**config.mk**
```make
export PLATFORM = sky130hd
export DESIGN_NAME = weekly_alarm_table_scheduler_top
export DESIGN_NICKNAME = d
export VERILOG_FILES = /design/src/hdl/wats_pkg.sv /design/src/hdl/weekly_alarm_table_scheduler_top.sv /design/src/hdl/wats_eval.sv
export SDC_FILE = /design/constraint.sdc
export NUM_CORES = 2
export LEC_CHECK = 0
export BUFFER_PORTS_ARGS = -buffer_cell sky130_fd_sc_hd__buf_4
export CAP_MARGIN = 30
export CELL_PAD_IN_SITES_DETAIL_PLACEMENT = 1
export CELL_PAD_IN_SITES_GLOBAL_PLACEMENT = 2
export CORE_ASPECT_RATIO = 2
export CORE_MARGIN = 2
export CORE_UTILIZATION = 45
export DETAILED_ROUTE_END_ITERATION = 12
export PLACE_DENSITY_LB_ADDON = 0.1
export SYNTH_ARGS = -nofsm -noshare
export SYNTH_HDL_FRONTEND = slang
export SYNTH_SLANG_ARGS = --single-unit
```
**constraint.sdc**
```tcl
create_clock -name clk -period 19.9 [get_ports clk]
set_clock_uncertainty 0.1 [all_clocks]
set_input_delay 1.99 -clock clk [delete_from_list [all_inputs] [get_ports clk]]
set_output_delay 1.99 -clock clk [all_outputs]
set_load 0.02 [all_outputs]
```
**src/hdl/wats_pkg.sv**
```systemverilog
// Package for the weekly alarm table scheduler: widths, constants, commands,
// state encoding and the structs passed between the sequencer and the evaluator.
// No dependencies.
`timescale 1ns / 1ps

package wats_pkg;

	localparam int MAX_ALARMS = 32;
	localparam int IDX_W      = (MAX_ALARMS > 1) ? $clog2(MAX_ALARMS) : 1;

	localparam int SLOT_W  = 5;
	localparam int HOUR_W  = 5;
	localparam int MIN_W   = 6;
	localparam int MASK_W  = 7;
	localparam int MS_W    = 63;
	localparam int GRACE_W = 32;
	localparam int WD_W    = 3;
	localparam int CMD_W   = 3;

	// Seconds within a day, distance in seconds, distance in ms.
	localparam int CUR_W  = 17;
	localparam int DIST_W = 21;
	localparam int DMS_W  = 31;

	localparam int SEC_PER_MIN   = 60;
	localparam int SEC_PER_HOUR  = 3600;
	localparam int SEC_PER_DAY   = 24 * 60 * 60;
	localparam int MS_PER_SEC    = 1000;
	localparam int DAYS_PER_WEEK = 7;
	localparam int MAX_HOUR      = 23;
	localparam int MAX_MINUTE    = 59;
	localparam int MAX_WEEKDAY   = 7;

	localparam logic [MS_W-1:0] MAX63 = {MS_W{1'b1}};

	localparam logic [CMD_W-1:0] CMD_ADD       = 3'd0;
	localparam logic [CMD_W-1:0] CMD_UPDATE    = 3'd1;
	localparam logic [CMD_W-1:0] CMD_REMOVE    = 3'd2;
	localparam logic [CMD_W-1:0] CMD_RECONCILE = 3'd3;
	localparam logic [CMD_W-1:0] CMD_QUERY     = 3'd4;

	typedef enum logic [1:0] {
		ST_IDLE,
		ST_SCAN,
		ST_DRAIN,
		ST_RESP
	} state_t;

	// Stored alarm time and repeat mask of one slot.
	typedef struct packed {
		logic [MASK_W-1:0] mask;
		logic [MIN_W-1:0]  minute;
		logic [HOUR_W-1:0] hour;
	} setting_t;

	// One slot entering the evaluator.
	typedef struct packed {
		logic              vld;
		logic [IDX_W-1:0]  slot;
		logic              live;
		setting_t          set;
		logic [MS_W-1:0]   fire;
	} slot_in_t;

	// One evaluated slot leaving the evaluator.
	typedef struct packed {
		logic              vld;
		logic [IDX_W-1:0]  slot;
		logic              cand;
		logic              expire;
		logic [MS_W-1:0]   fire;
	} slot_out_t;

endpackage

```
**src/hdl/weekly_alarm_table_scheduler_top.sv**
```systemverilog
// Top level of the weekly alarm table scheduler: command sequencer, slot
// tables and result registers. Depends on wats_pkg and wats_eval.
`timescale 1ns / 1ps

// Usage.
// A command is transferred at a rising edge with start high and busy low; its
// fields are sampled at that edge only. Busy stays high until the result is out.
// Exactly one result per command appears on ok, found, next_slot and
// next_fire_ms for one cycle, marked by done; the receiver cannot stall it.
// Add, update, remove and unknown commands show done in the cycle right after
// the transfer; the next command can be taken the cycle after done.
// Reconcile and query walk every slot through the shared evaluator, one slot per
// cycle, through the single table read port and the three-stage evaluator that
// all slots share.
// grace_we writes grace_ms at any edge; it must only change while idle.
// Reset clears every slot's valid and enable flag, grace_ms and the sequencer;
// no clearing pass runs, so a command can be taken in the first cycle after reset.

module weekly_alarm_table_scheduler_top (
	input  logic                               clk,
	input  logic                               arst_n,
	input  logic                               grace_we,
	input  logic [wats_pkg::GRACE_W-1:0]       grace_wdata,
	input  logic                               start,
	output logic                               busy,
	input  logic [wats_pkg::CMD_W-1:0]         command,
	input  logic [wats_pkg::SLOT_W-1:0]        slot,
	input  logic [wats_pkg::HOUR_W-1:0]        alarm_hour,
	input  logic [wats_pkg::MIN_W-1:0]         alarm_minute,
	input  logic [wats_pkg::MASK_W-1:0]        repeat_mask,
	input  logic                               alarm_enabled,
	input  logic [wats_pkg::MS_W-1:0]          one_shot_ms,
	input  logic [wats_pkg::MS_W-1:0]          now_ms,
	input  logic [wats_pkg::WD_W-1:0]          now_weekday,
	input  logic [wats_pkg::HOUR_W-1:0]        now_hour,
	input  logic [wats_pkg::MIN_W-1:0]         now_minute,
	input  logic [wats_pkg::MIN_W-1:0]         now_second,
	output logic                               done,
	output logic                               ok,
	output logic                               found,
	output logic [wats_pkg::SLOT_W-1:0]        next_slot,
	output logic [wats_pkg::MS_W-1:0]          next_fire_ms
);

	wats_pkg::state_t                   state_q, state_d;
	logic [wats_pkg::CMD_W-1:0]         cmd_q;
	logic [wats_pkg::MS_W-1:0]          now_q;
	logic [wats_pkg::CUR_W-1:0]         cur_q;
	logic [wats_pkg::WD_W-1:0]          wdi_q;
	logic [wats_pkg::GRACE_W-1:0]       grace_q;
	logic [wats_pkg::IDX_W-1:0]         idx_q;
	logic [wats_pkg::MAX_ALARMS-1:0]    vld_q, en_q;
	logic                               ok_q, found_q;
	logic [wats_pkg::IDX_W-1:0]         best_slot_q;
	logic [wats_pkg::MS_W-1:0]          best_q;

	wats_pkg::setting_t                 set_mem [wats_pkg::MAX_ALARMS];
	logic [wats_pkg::MS_W-1:0]          fire_mem [wats_pkg::MAX_ALARMS];
	wats_pkg::setting_t                 set_rd_q;
	logic [wats_pkg::MS_W-1:0]          fire_rd_q;
	logic                               vld_s1, live_s1;
	logic [wats_pkg::IDX_W-1:0]         slot_s1;

	wats_pkg::slot_in_t                 ev_in;
	wats_pkg::slot_out_t                ev_out;
	logic                               pipe_busy;

	logic                               accept, in_range, slot_vld, last_idx;
	logic [wats_pkg::IDX_W-1:0]         widx;
	wats_pkg::setting_t                 wset;
	logic [wats_pkg::MS_W-1:0]          wfire;
	logic                               do_write;
	logic [wats_pkg::HOUR_W-1:0]        nh;
	logic [wats_pkg::MIN_W-1:0]         nm, ns;

	assign accept   = start && (state_q == wats_pkg::ST_IDLE);
	assign busy     = (state_q != wats_pkg::ST_IDLE);
	assign last_idx = (idx_q == wats_pkg::IDX_W'(wats_pkg::MAX_ALARMS - 1));

	// Slot addressing and the normalized alarm written by add and update.
	always_comb begin
		in_range = (32'(slot) < 32'(wats_pkg::MAX_ALARMS));
		widx     = wats_pkg::IDX_W'(slot);
		slot_vld = in_range && vld_q[widx];
		wset.hour   = (alarm_hour > wats_pkg::HOUR_W'(wats_pkg::MAX_HOUR))
			? wats_pkg::HOUR_W'(wats_pkg::MAX_HOUR) : alarm_hour;
		wset.minute = (alarm_minute > wats_pkg::MIN_W'(wats_pkg::MAX_MINUTE))
			? wats_pkg::MIN_W'(wats_pkg::MAX_MINUTE) : alarm_minute;
		wset.mask   = repeat_mask;
		wfire       = (repeat_mask != '0) ? '0 : one_shot_ms;
		do_write    = accept && in_range
			&& (((command == wats_pkg::CMD_ADD) && !vld_q[widx])
			|| ((command == wats_pkg::CMD_UPDATE) && vld_q[widx]));
		nh = (now_hour > wats_pkg::HOUR_W'(wats_pkg::MAX_HOUR))
			? wats_pkg::HOUR_W'(wats_pkg::MAX_HOUR) : now_hour;
		nm = (now_minute > wats_pkg::MIN_W'(wats_pkg::MAX_MINUTE))
			? wats_pkg::MIN_W'(wats_pkg::MAX_MINUTE) : now_minute;
		ns = (now_second > wats_pkg::MIN_W'(wats_pkg::MAX_MINUTE))
			? wats_pkg::MIN_W'(wats_pkg::MAX_MINUTE) : now_second;
	end

	// State register.
	always_ff @(posedge clk or negedge arst_n) begin
		if (!arst_n) begin
			state_q <= wats_pkg::ST_IDLE;
		end else begin
			state_q <= state_d;
		end
	end

	// Next state.
	always_comb begin
		state_d = state_q;
		case (state_q)
			wats_pkg::ST_IDLE: begin
				if (start) begin
					if (command == wats_pkg::CMD_RECONCILE || command == wats_pkg::CMD_QUERY) begin
						state_d = wats_pkg::ST_SCAN;
					end else begin
						state_d = wats_pkg::ST_RESP;
					end
				end
			end
			wats_pkg::ST_SCAN: begin
				if (last_idx) begin
					state_d = wats_pkg::ST_DRAIN;
				end
			end
			wats_pkg::ST_DRAIN: begin
				if (!vld_s1 && !pipe_busy) begin
					state_d = wats_pkg::ST_RESP;
				end
			end
			wats_pkg::ST_RESP: begin
				state_d = wats_pkg::ST_IDLE;
			end
			default: begin
				state_d = wats_pkg::ST_IDLE;
			end
		endcase
	end

	// Configuration register.
	always_ff @(posedge clk or negedge arst_n) begin
		if (!arst_n) begin
			grace_q <= '0;
		end else if (grace_we) begin
			grace_q <= grace_wdata;
		end
	end

	// Command context captured at the transfer.
	always_ff @(posedge clk) begin
		if (accept) begin
			cmd_q <= command;
			now_q <= now_ms;
			cur_q <= wats_pkg::CUR_W'(nh) * wats_pkg::CUR_W'(wats_pkg::SEC_PER_HOUR)
				+ wats_pkg::CUR_W'(nm) * wats_pkg::CUR_W'(wats_pkg::SEC_PER_MIN)
				+ wats_pkg::CUR_W'(ns);
			wdi_q <= (now_weekday == '0) ? '0 : now_weekday - 1'b1;
		end
	end

	// Slot flags, scan counter and result registers.
	always_ff @(posedge clk or negedge arst_n) begin
		if (!arst_n) begin
			vld_q       <= '0;
			en_q        <= '0;
			idx_q       <= '0;
			ok_q        <= 1'b0;
			found_q     <= 1'b0;
			best_slot_q <= '0;
			best_q      <= '0;
		end else begin
			if (accept) begin
				idx_q       <= '0;
				ok_q        <= 1'b0;
				found_q     <= 1'b0;
				best_slot_q <= '0;
				best_q      <= '0;
				if (do_write) begin
					vld_q[widx] <= 1'b1;
					en_q[widx]  <= alarm_enabled;
					ok_q        <= 1'b1;
				end else if (command == wats_pkg::CMD_REMOVE && slot_vld) begin
					vld_q[widx] <= 1'b0;
					en_q[widx]  <= 1'b0;
					ok_q        <= 1'b1;
				end
			end
			if (state_q == wats_pkg::ST_SCAN) begin
				idx_q <= idx_q + 1'b1;
			end
			// Fold each evaluated slot into the running result.
			if (ev_out.vld) begin
				if (cmd_q == wats_pkg::CMD_RECONCILE && ev_out.expire) begin
					en_q[ev_out.slot] <= 1'b0;
					ok_q              <= 1'b1;
				end
				if (cmd_q == wats_pkg::CMD_QUERY && ev_out.cand && ev_out.fire > now_q
					&& (!found_q || ev_out.fire < best_q)) begin
					found_q     <= 1'b1;
					best_q      <= ev_out.fire;
					best_slot_q <= ev_out.slot;
				end
			end
		end
	end

	// Slot tables: written by add and update, read once per slot during a scan.
	always_ff @(posedge clk) begin
		if (do_write) begin
			set_mem[widx]  <= wset;
			fire_mem[widx] <= wfire;
		end
	end

	always_ff @(posedge clk) begin
		if (state_q == wats_pkg::ST_SCAN) begin
			set_rd_q  <= set_mem[idx_q];
			fire_rd_q <= fire_mem[idx_q];
		end
	end

	always_ff @(posedge clk or negedge arst_n) begin
		if (!arst_n) begin
			vld_s1 <= 1'b0;
		end else begin
			vld_s1 <= (state_q == wats_pkg::ST_SCAN);
		end
	end

	always_ff @(posedge clk) begin
		slot_s1 <= idx_q;
		live_s1 <= vld_q[idx_q] && en_q[idx_q];
	end

	always_comb begin
		ev_in.vld  = vld_s1;
		ev_in.slot = slot_s1;
		ev_in.live = live_s1;
		ev_in.set  = set_rd_q;
		ev_in.fire = fire_rd_q;
	end

	wats_eval u_eval (
		.clk       (clk),
		.arst_n    (arst_n),
		.slot_in   (ev_in),
		.now_ms    (now_q),
		.cur_sec   (cur_q),
		.wd_idx    (wdi_q),
		.grace     (grace_q),
		.slot_out  (ev_out),
		.pipe_busy (pipe_busy)
	);

	// Result outputs.
	assign done         = (state_q == wats_pkg::ST_RESP);
	assign ok           = ok_q;
	assign found        = found_q;
	assign next_slot    = wats_pkg::SLOT_W'(best_slot_q);
	assign next_fire_ms = best_q;

endmodule

```
**src/hdl/wats_eval.sv**
```systemverilog
// Shared slot evaluator: a three-stage pipeline that computes the next fire
// time of one slot and its one-shot expiry test. Depends on wats_pkg.
`timescale 1ns / 1ps

module wats_eval (
	input  logic                            clk,
	input  logic                            arst_n,
	input  wats_pkg::slot_in_t              slot_in,
	input  logic [wats_pkg::MS_W-1:0]       now_ms,
	input  logic [wats_pkg::CUR_W-1:0]      cur_sec,
	input  logic [wats_pkg::WD_W-1:0]       wd_idx,
	input  logic [wats_pkg::GRACE_W-1:0]    grace,
	output wats_pkg::slot_out_t             slot_out,
	output logic                            pipe_busy
);

	// Carriers into stage 2 and stage 3, and the output register.
	logic                         vld_s2, live_s2, rep_s2;
	logic [wats_pkg::IDX_W-1:0]   slot_s2;
	logic [wats_pkg::MS_W-1:0]    fire_s2;
	logic [wats_pkg::DIST_W-1:0]  dist_s2;

	logic                         vld_s3, live_s3, rep_s3;
	logic [wats_pkg::IDX_W-1:0]   slot_s3;
	logic [wats_pkg::MS_W-1:0]    fire_s3;
	logic [wats_pkg::DMS_W-1:0]   dms_s3;
	logic [wats_pkg::MS_W:0]      dl_s3;

	logic                         vld_s4, cand_s4, expire_s4;
	logic [wats_pkg::IDX_W-1:0]   slot_s4;
	logic [wats_pkg::MS_W-1:0]    fire_s4;

	logic [wats_pkg::CUR_W-1:0]   target;
	logic [wats_pkg::WD_W-1:0]    day;
	logic [wats_pkg::DIST_W-1:0]  dist_sec;
	logic [wats_pkg::MS_W:0]      sum;
	logic [wats_pkg::MS_W-1:0]    rep_fire, dl_sat;

	// Stage 1 logic: alarm time of day, first matching weekday, distance in seconds.
	always_comb begin
		logic [wats_pkg::WD_W-1:0] idx;
		logic                      hit;
		target = wats_pkg::CUR_W'(slot_in.set.hour) * wats_pkg::CUR_W'(wats_pkg::SEC_PER_HOUR)
			+ wats_pkg::CUR_W'(slot_in.set.minute) * wats_pkg::CUR_W'(wats_pkg::SEC_PER_MIN);
		idx = wd_idx;
		hit = 1'b0;
		day = '0;
		for (int d = 0; d <= wats_pkg::DAYS_PER_WEEK; d++) begin
			if (!hit && slot_in.set.mask[idx] && !(d == 0 && target <= cur_sec)) begin
				hit = 1'b1;
				day = wats_pkg::WD_W'(d);
			end
			idx = (idx == wats_pkg::WD_W'(wats_pkg::DAYS_PER_WEEK - 1)) ? '0 : idx + 1'b1;
		end
		dist_sec = wats_pkg::DIST_W'(target)
			+ wats_pkg::DIST_W'(day) * wats_pkg::DIST_W'(wats_pkg::SEC_PER_DAY)
			- wats_pkg::DIST_W'(cur_sec);
	end

	always_ff @(posedge clk or negedge arst_n) begin
		if (!arst_n) begin
			vld_s2 <= 1'b0;
		end else begin
			vld_s2 <= slot_in.vld;
		end
	end

	always_ff @(posedge clk) begin
		slot_s2 <= slot_in.slot;
		live_s2 <= slot_in.live;
		rep_s2  <= (slot_in.set.mask != '0);
		fire_s2 <= slot_in.fire;
		dist_s2 <= dist_sec;
	end

	// Stage 2: distance to ms, and the one-shot deadline with grace.
	always_ff @(posedge clk or negedge arst_n) begin
		if (!arst_n) begin
			vld_s3 <= 1'b0;
		end else begin
			vld_s3 <= vld_s2;
		end
	end

	always_ff @(posedge clk) begin
		slot_s3 <= slot_s2;
		live_s3 <= live_s2;
		rep_s3  <= rep_s2;
		fire_s3 <= fire_s2;
		dms_s3  <= wats_pkg::DMS_W'(dist_s2) * wats_pkg::DMS_W'(wats_pkg::MS_PER_SEC);
		dl_s3   <= {1'b0, fire_s2} + (wats_pkg::MS_W+1)'(grace);
	end

	// Stage 3: absolute repeating fire time and the expiry compare.
	always_comb begin
		sum      = {1'b0, now_ms} + (wats_pkg::MS_W+1)'(dms_s3);
		rep_fire = sum[wats_pkg::MS_W] ? wats_pkg::MAX63 : sum[wats_pkg::MS_W-1:0];
		dl_sat   = dl_s3[wats_pkg::MS_W] ? wats_pkg::MAX63 : dl_s3[wats_pkg::MS_W-1:0];
	end

	always_ff @(posedge clk or negedge arst_n) begin
		if (!arst_n) begin
			vld_s4 <= 1'b0;
		end else begin
			vld_s4 <= vld_s3;
		end
	end

	always_ff @(posedge clk) begin
		slot_s4   <= slot_s3;
		cand_s4   <= live_s3;
		fire_s4   <= rep_s3 ? rep_fire : fire_s3;
		expire_s4 <= live_s3 && !rep_s3 && (fire_s3 == '0 || dl_sat <= now_ms);
	end

	// Evaluated slot toward the sequencer.
	always_comb begin
		slot_out.vld    = vld_s4;
		slot_out.slot   = slot_s4;
		slot_out.cand   = cand_s4;
		slot_out.expire = expire_s4;
		slot_out.fire   = fire_s4;
	end

	assign pipe_busy = vld_s2 | vld_s3 | vld_s4;

endmodule

```
==> implementation parameters <==
Parameter                              Value

Finish
  Final-stage net count ... 8737
  Share of cells above drive strength 1 ... between 20% and 30%
  Layout Area Growth over Synthesis ... 13.5%

Clocking
  Root Buffer ... sky130_fd_sc_hd__clkbuf_16
  Number of clock sinks seen by CTS ... about 3300
  Clock buffer depth ... 4
  Number of buffers added for setup after CTS ... 0
  CTS clock-pin slew for the worst setup and hold paths ... 0.06 ns
  Level count of the clock H-tree ... 5
  Hold-fix buffers at CTS ... 0
  Inserted Clock Buffers ... 300
  Cts repair resizes ... 0
  Clock tree from TritonCTS ... done
  Clock latency on the worst-skew pair ... 0.91 ns

Die
  Die span in y ... about 780 um
  Site row count ... 286
  Effective utilization at floorplan ... between 40 and 50%
  Core area ... about 300000 um^2
  Die Outline Area ... 308000 um^2
  Number of top-level pins ... 281
  Width of the die ... 394 um

Pwr
  Internal power summed over all cells ... about 17000 uW
  Leakage power total ... 0.0593 uW
  Share of total power consumed by net switching ... about two fifths
  Power density of the placed cells ... 184 nW/um^2
  Total Power ... about 28000 uW
  Logic pwr share ... 49.5%
  Switching power of the nets ... 11200 uW
  Part of the power in registers ... around 30%
  Maximum ir drop on the vdd rail ... a little under 0.0005 V
  Clock share of power ... 20.6%

Setup path
  Critical path capture point type ... flip-flop
  Arrival time of data at the critical path endpoint ... about 10 ns
  Highest net fanout along the worst path ... 4
  Setup crit start kind ... flip-flop
  Worst Path Class, Setup ... flip-flop to flip-flop
  CP max stage delay ... 0.63 ns
  Critical Path Most Common Cell ... sky130_fd_sc_hd__ha_1
  Cell type of the slowest stage on the worst timing path ... sky130_fd_sc_hd__a211oi_1
  Req. time, crit path ... about 21 ns

Placement
  Count of input and output buffers ... 280
  HPWL after detailed placement ... 248 mm
  Routability congestion estimate ... 0.879

STA
  Max Clk Rate ... 104 MHz
  Final hold violations ... 0
  Summed negative setup slack over all endpoints ... 0 ns
  # setup viols final ... 0
  Worst Max-Slew Pin Slew ... 1.08 ns
  Final critical path time including I/O delays and setup ... 9.59 ns
  RSZ-0062 raised after global routing ... no
  Normalized max-slew margin ... 27.7%
  Post-route fraction of the period consumed by the critical path ... between 40% and 50%
  Final-report max-slew violation count ... 0

GRT
  Number of global-route vias before repair ... a little under 80000
  All-layer global routing usage ... 25.6%
  Pin count of the biggest net entering global routing ... 100
  Leftover overflow at the end of global routing ... 0
  Global-route wire length before repair ... 568 mm
  Initial antenna violation count ... 36

Yosys
  Post-synth EDFFs ... 2759
  Proportion of register bits with asynchronous set or reset after synthesis ... between 5 and 6%
  Cell area after technology mapping ... 137000 um^2
  Number of library cell types mapped by synthesis ... 71
  Number of nets in the synthesized netlist ... 8253
  Part of the Yosys area used for sequential elements ... just under 70%
  Number of warnings reported in the yosys synthesis log ... 0
  FF+latch count, synth ... 3265
  Top_reg_cell synth ... sky130_fd_sc_hd__edfxtp_1
  Synthesized area per cell ... between 15 and 20 um^2
  Mapped Cells ... roughly 7500

Route
  WL/cell ... 32.3 um
  Vias after detailed routing ... between 70000 and 80000
  Number of detailed-routing iterations run before antenna repair ... 5
  Routed Wire Length ... 396 mm
  Antenna-violating nets left ... 0
  Starting DRT DRC Count ... 6004
  Post-detailed-route DRC marker count ... 0
  Average via count per standard cell ... 5.87

Worst hold path
  Type of the tightest min-delay check ... flip-flop to flip-flop

Run
  Number of max-cap violations ... 0

Outcome
  Status ... finished clean
## power groups by stage
stage                     Combinational (uW)  Sequential [uW]  Clock [uW]
after floorplan                        10300             8340           0
after global placement                 14100             8660           0
after detailed placement               14400             8670           0
after CTS                              14400             8520        6000
after global routing                   15800             8540        6220
final                                  14100             8500        5880
## final cells by class
type | instances | area, um^2
multi-input combinational | 3536 | 40400
inverter | 373 | 1400
clock buffer | 383 | 8200
timing repair buffer | 486 | 4540
antenna | 9 | 22.5
tap | 4032 | 5040
sequential | 3265 | 93900
clock inverter | 148 | 1530
fill | 27600 | 148000
## metal layers
metal / share of wire (%) / GRT usage, % / vias up
li1: - / - / 30500
met1: 38 / 31.3 / 38700
met2: 54 / 47.2 / 2000
met3: 4.8 / 3.10 / 564
met4: 3.4 / 7.84 / 10
met5: 0.016 / 0 / -
## worst max-delay path, delay by kind of cell (launching register included)
family / cells / cell delay (ns)
fa+ha+maj: 10 / 3.53
buf+inv: 1 / 0.05
xor+xnor: 2 / 0.31
flops: 1 / 0.46
compound gates: 18 / 4.42
simple gates: 5 / 0.60
## registers in the layout, summed over array words and instances (netlist names), 17 cells and up, named ones only
| register | cells |
|---|---|
| u_eval.fire_s3 | 63 |
| cur_q | 17 |
| set_mem | 576 |
| u_eval.fire_s2 | 63 |
| now_q | 63 |
| grace_q | 32 |
| fire_mem | 2016 |
| u_eval.dms_s3 | 28 |
| u_eval.fire_s4 | 63 |
| en_q | 32 |
| next_fire_ms | 63 |
| u_eval.dl_s3 | 64 |
| u_eval.dist_s2 | 21 |
| fire_rd_q | 63 |
| ev_in | 18 |
## per-stage QoR
step / std cells / hold WS [ns] / util (%) / setup slack, ns / cell area, um^2
final: 12200 / 0.220 / 51.2 / 10.31 / 155000
after global routing: 12200 / 0.234 / 51.2 / 9.46 / 155000
after CTS: 12200 / 0.221 / 50.9 / 10.09 / 154000
after detailed placement: 11700 / 0.213 / 47.7 / 10.15 / 144000
after global placement: 11600 / 0.211 / 47.6 / 9.92 / 144000
after floorplan: 7478 / 0.210 / - / 9.82 / 137000
## synthesized netlist by cell type, drive strengths merged, types with 72 or more instances
library cell	instances	area, um^2
a21o	166	1250
a21oi	283	1420
and2	72	450
clkbuf	233	875
dfrtp	177	4430
dfxtp	329	6590
edfxtp	2759	82800
fa	115	2300
ha	451	5640
inv	372	1400
mux2	117	1320
mux2i	73	731
mux4	827	18600
nand2	273	1020
nand4	73	457
nor2	199	747
nor3	82	415
o21ai	106	531
or2	73	457
xnor2	124	1090
## cells in the final DEF (no fill, tap or decap), drive strengths merged, types with 72 or more instances in the layout
master,instances
o21ai,106
dfxtp,329
ha,451
a21oi,283
a21o,166
edfxtp,2759
inv,387
mux4,827
clkinv,98
nor2,199
mux2,117
clkbuf,394
nand4,73
mux2i,73
fa,115
nor3,82
or2,73
dfrtp,177
xnor2,124
nand2,273
buf,475
and2,72
## path summary, 6_finish.rpt
path                                              endpoint  cells after the start                     from  slack [ns]
min in group asynchronous           next_slot[1]$_DFF_PN0_                      1                   arst_n        1.08
worst max-delay path            u_eval.dist_s2[19]$_DFF_P_                     36      ev_in[68]$_DFFE_PP_       10.31
worst min register to register  u_eval.fire_s2[54]$_DFF_P_                      0  fire_rd_q[54]$_DFFE_PP_        0.22
max in group asynchronous           grace_q[4]$_DFFE_PN0P_                      2                   arst_n       17.43
worst max register to register  u_eval.dist_s2[19]$_DFF_P_                     36      ev_in[68]$_DFFE_PP_       10.31
worst min-delay path            u_eval.fire_s2[54]$_DFF_P_                      0  fire_rd_q[54]$_DFFE_PP_        0.22
## cells by family (layout without fill, tap and decap cells)
family          count (synthesis)  count (layout)  share of synthesized area [%]
other cells                     0               9                              0
fa+ha+maj                     566             566                           5.82
buf+inv                       677            1390                           1.88
mux                          1017            1017                           15.1
flops                        3265            3265                           68.7
xor+xnor                      191             191                           1.23
compound gates                786             786                           3.68
simple gates                  976             976                           3.51
No activity file was read; power rests on OpenSTA's default activity.
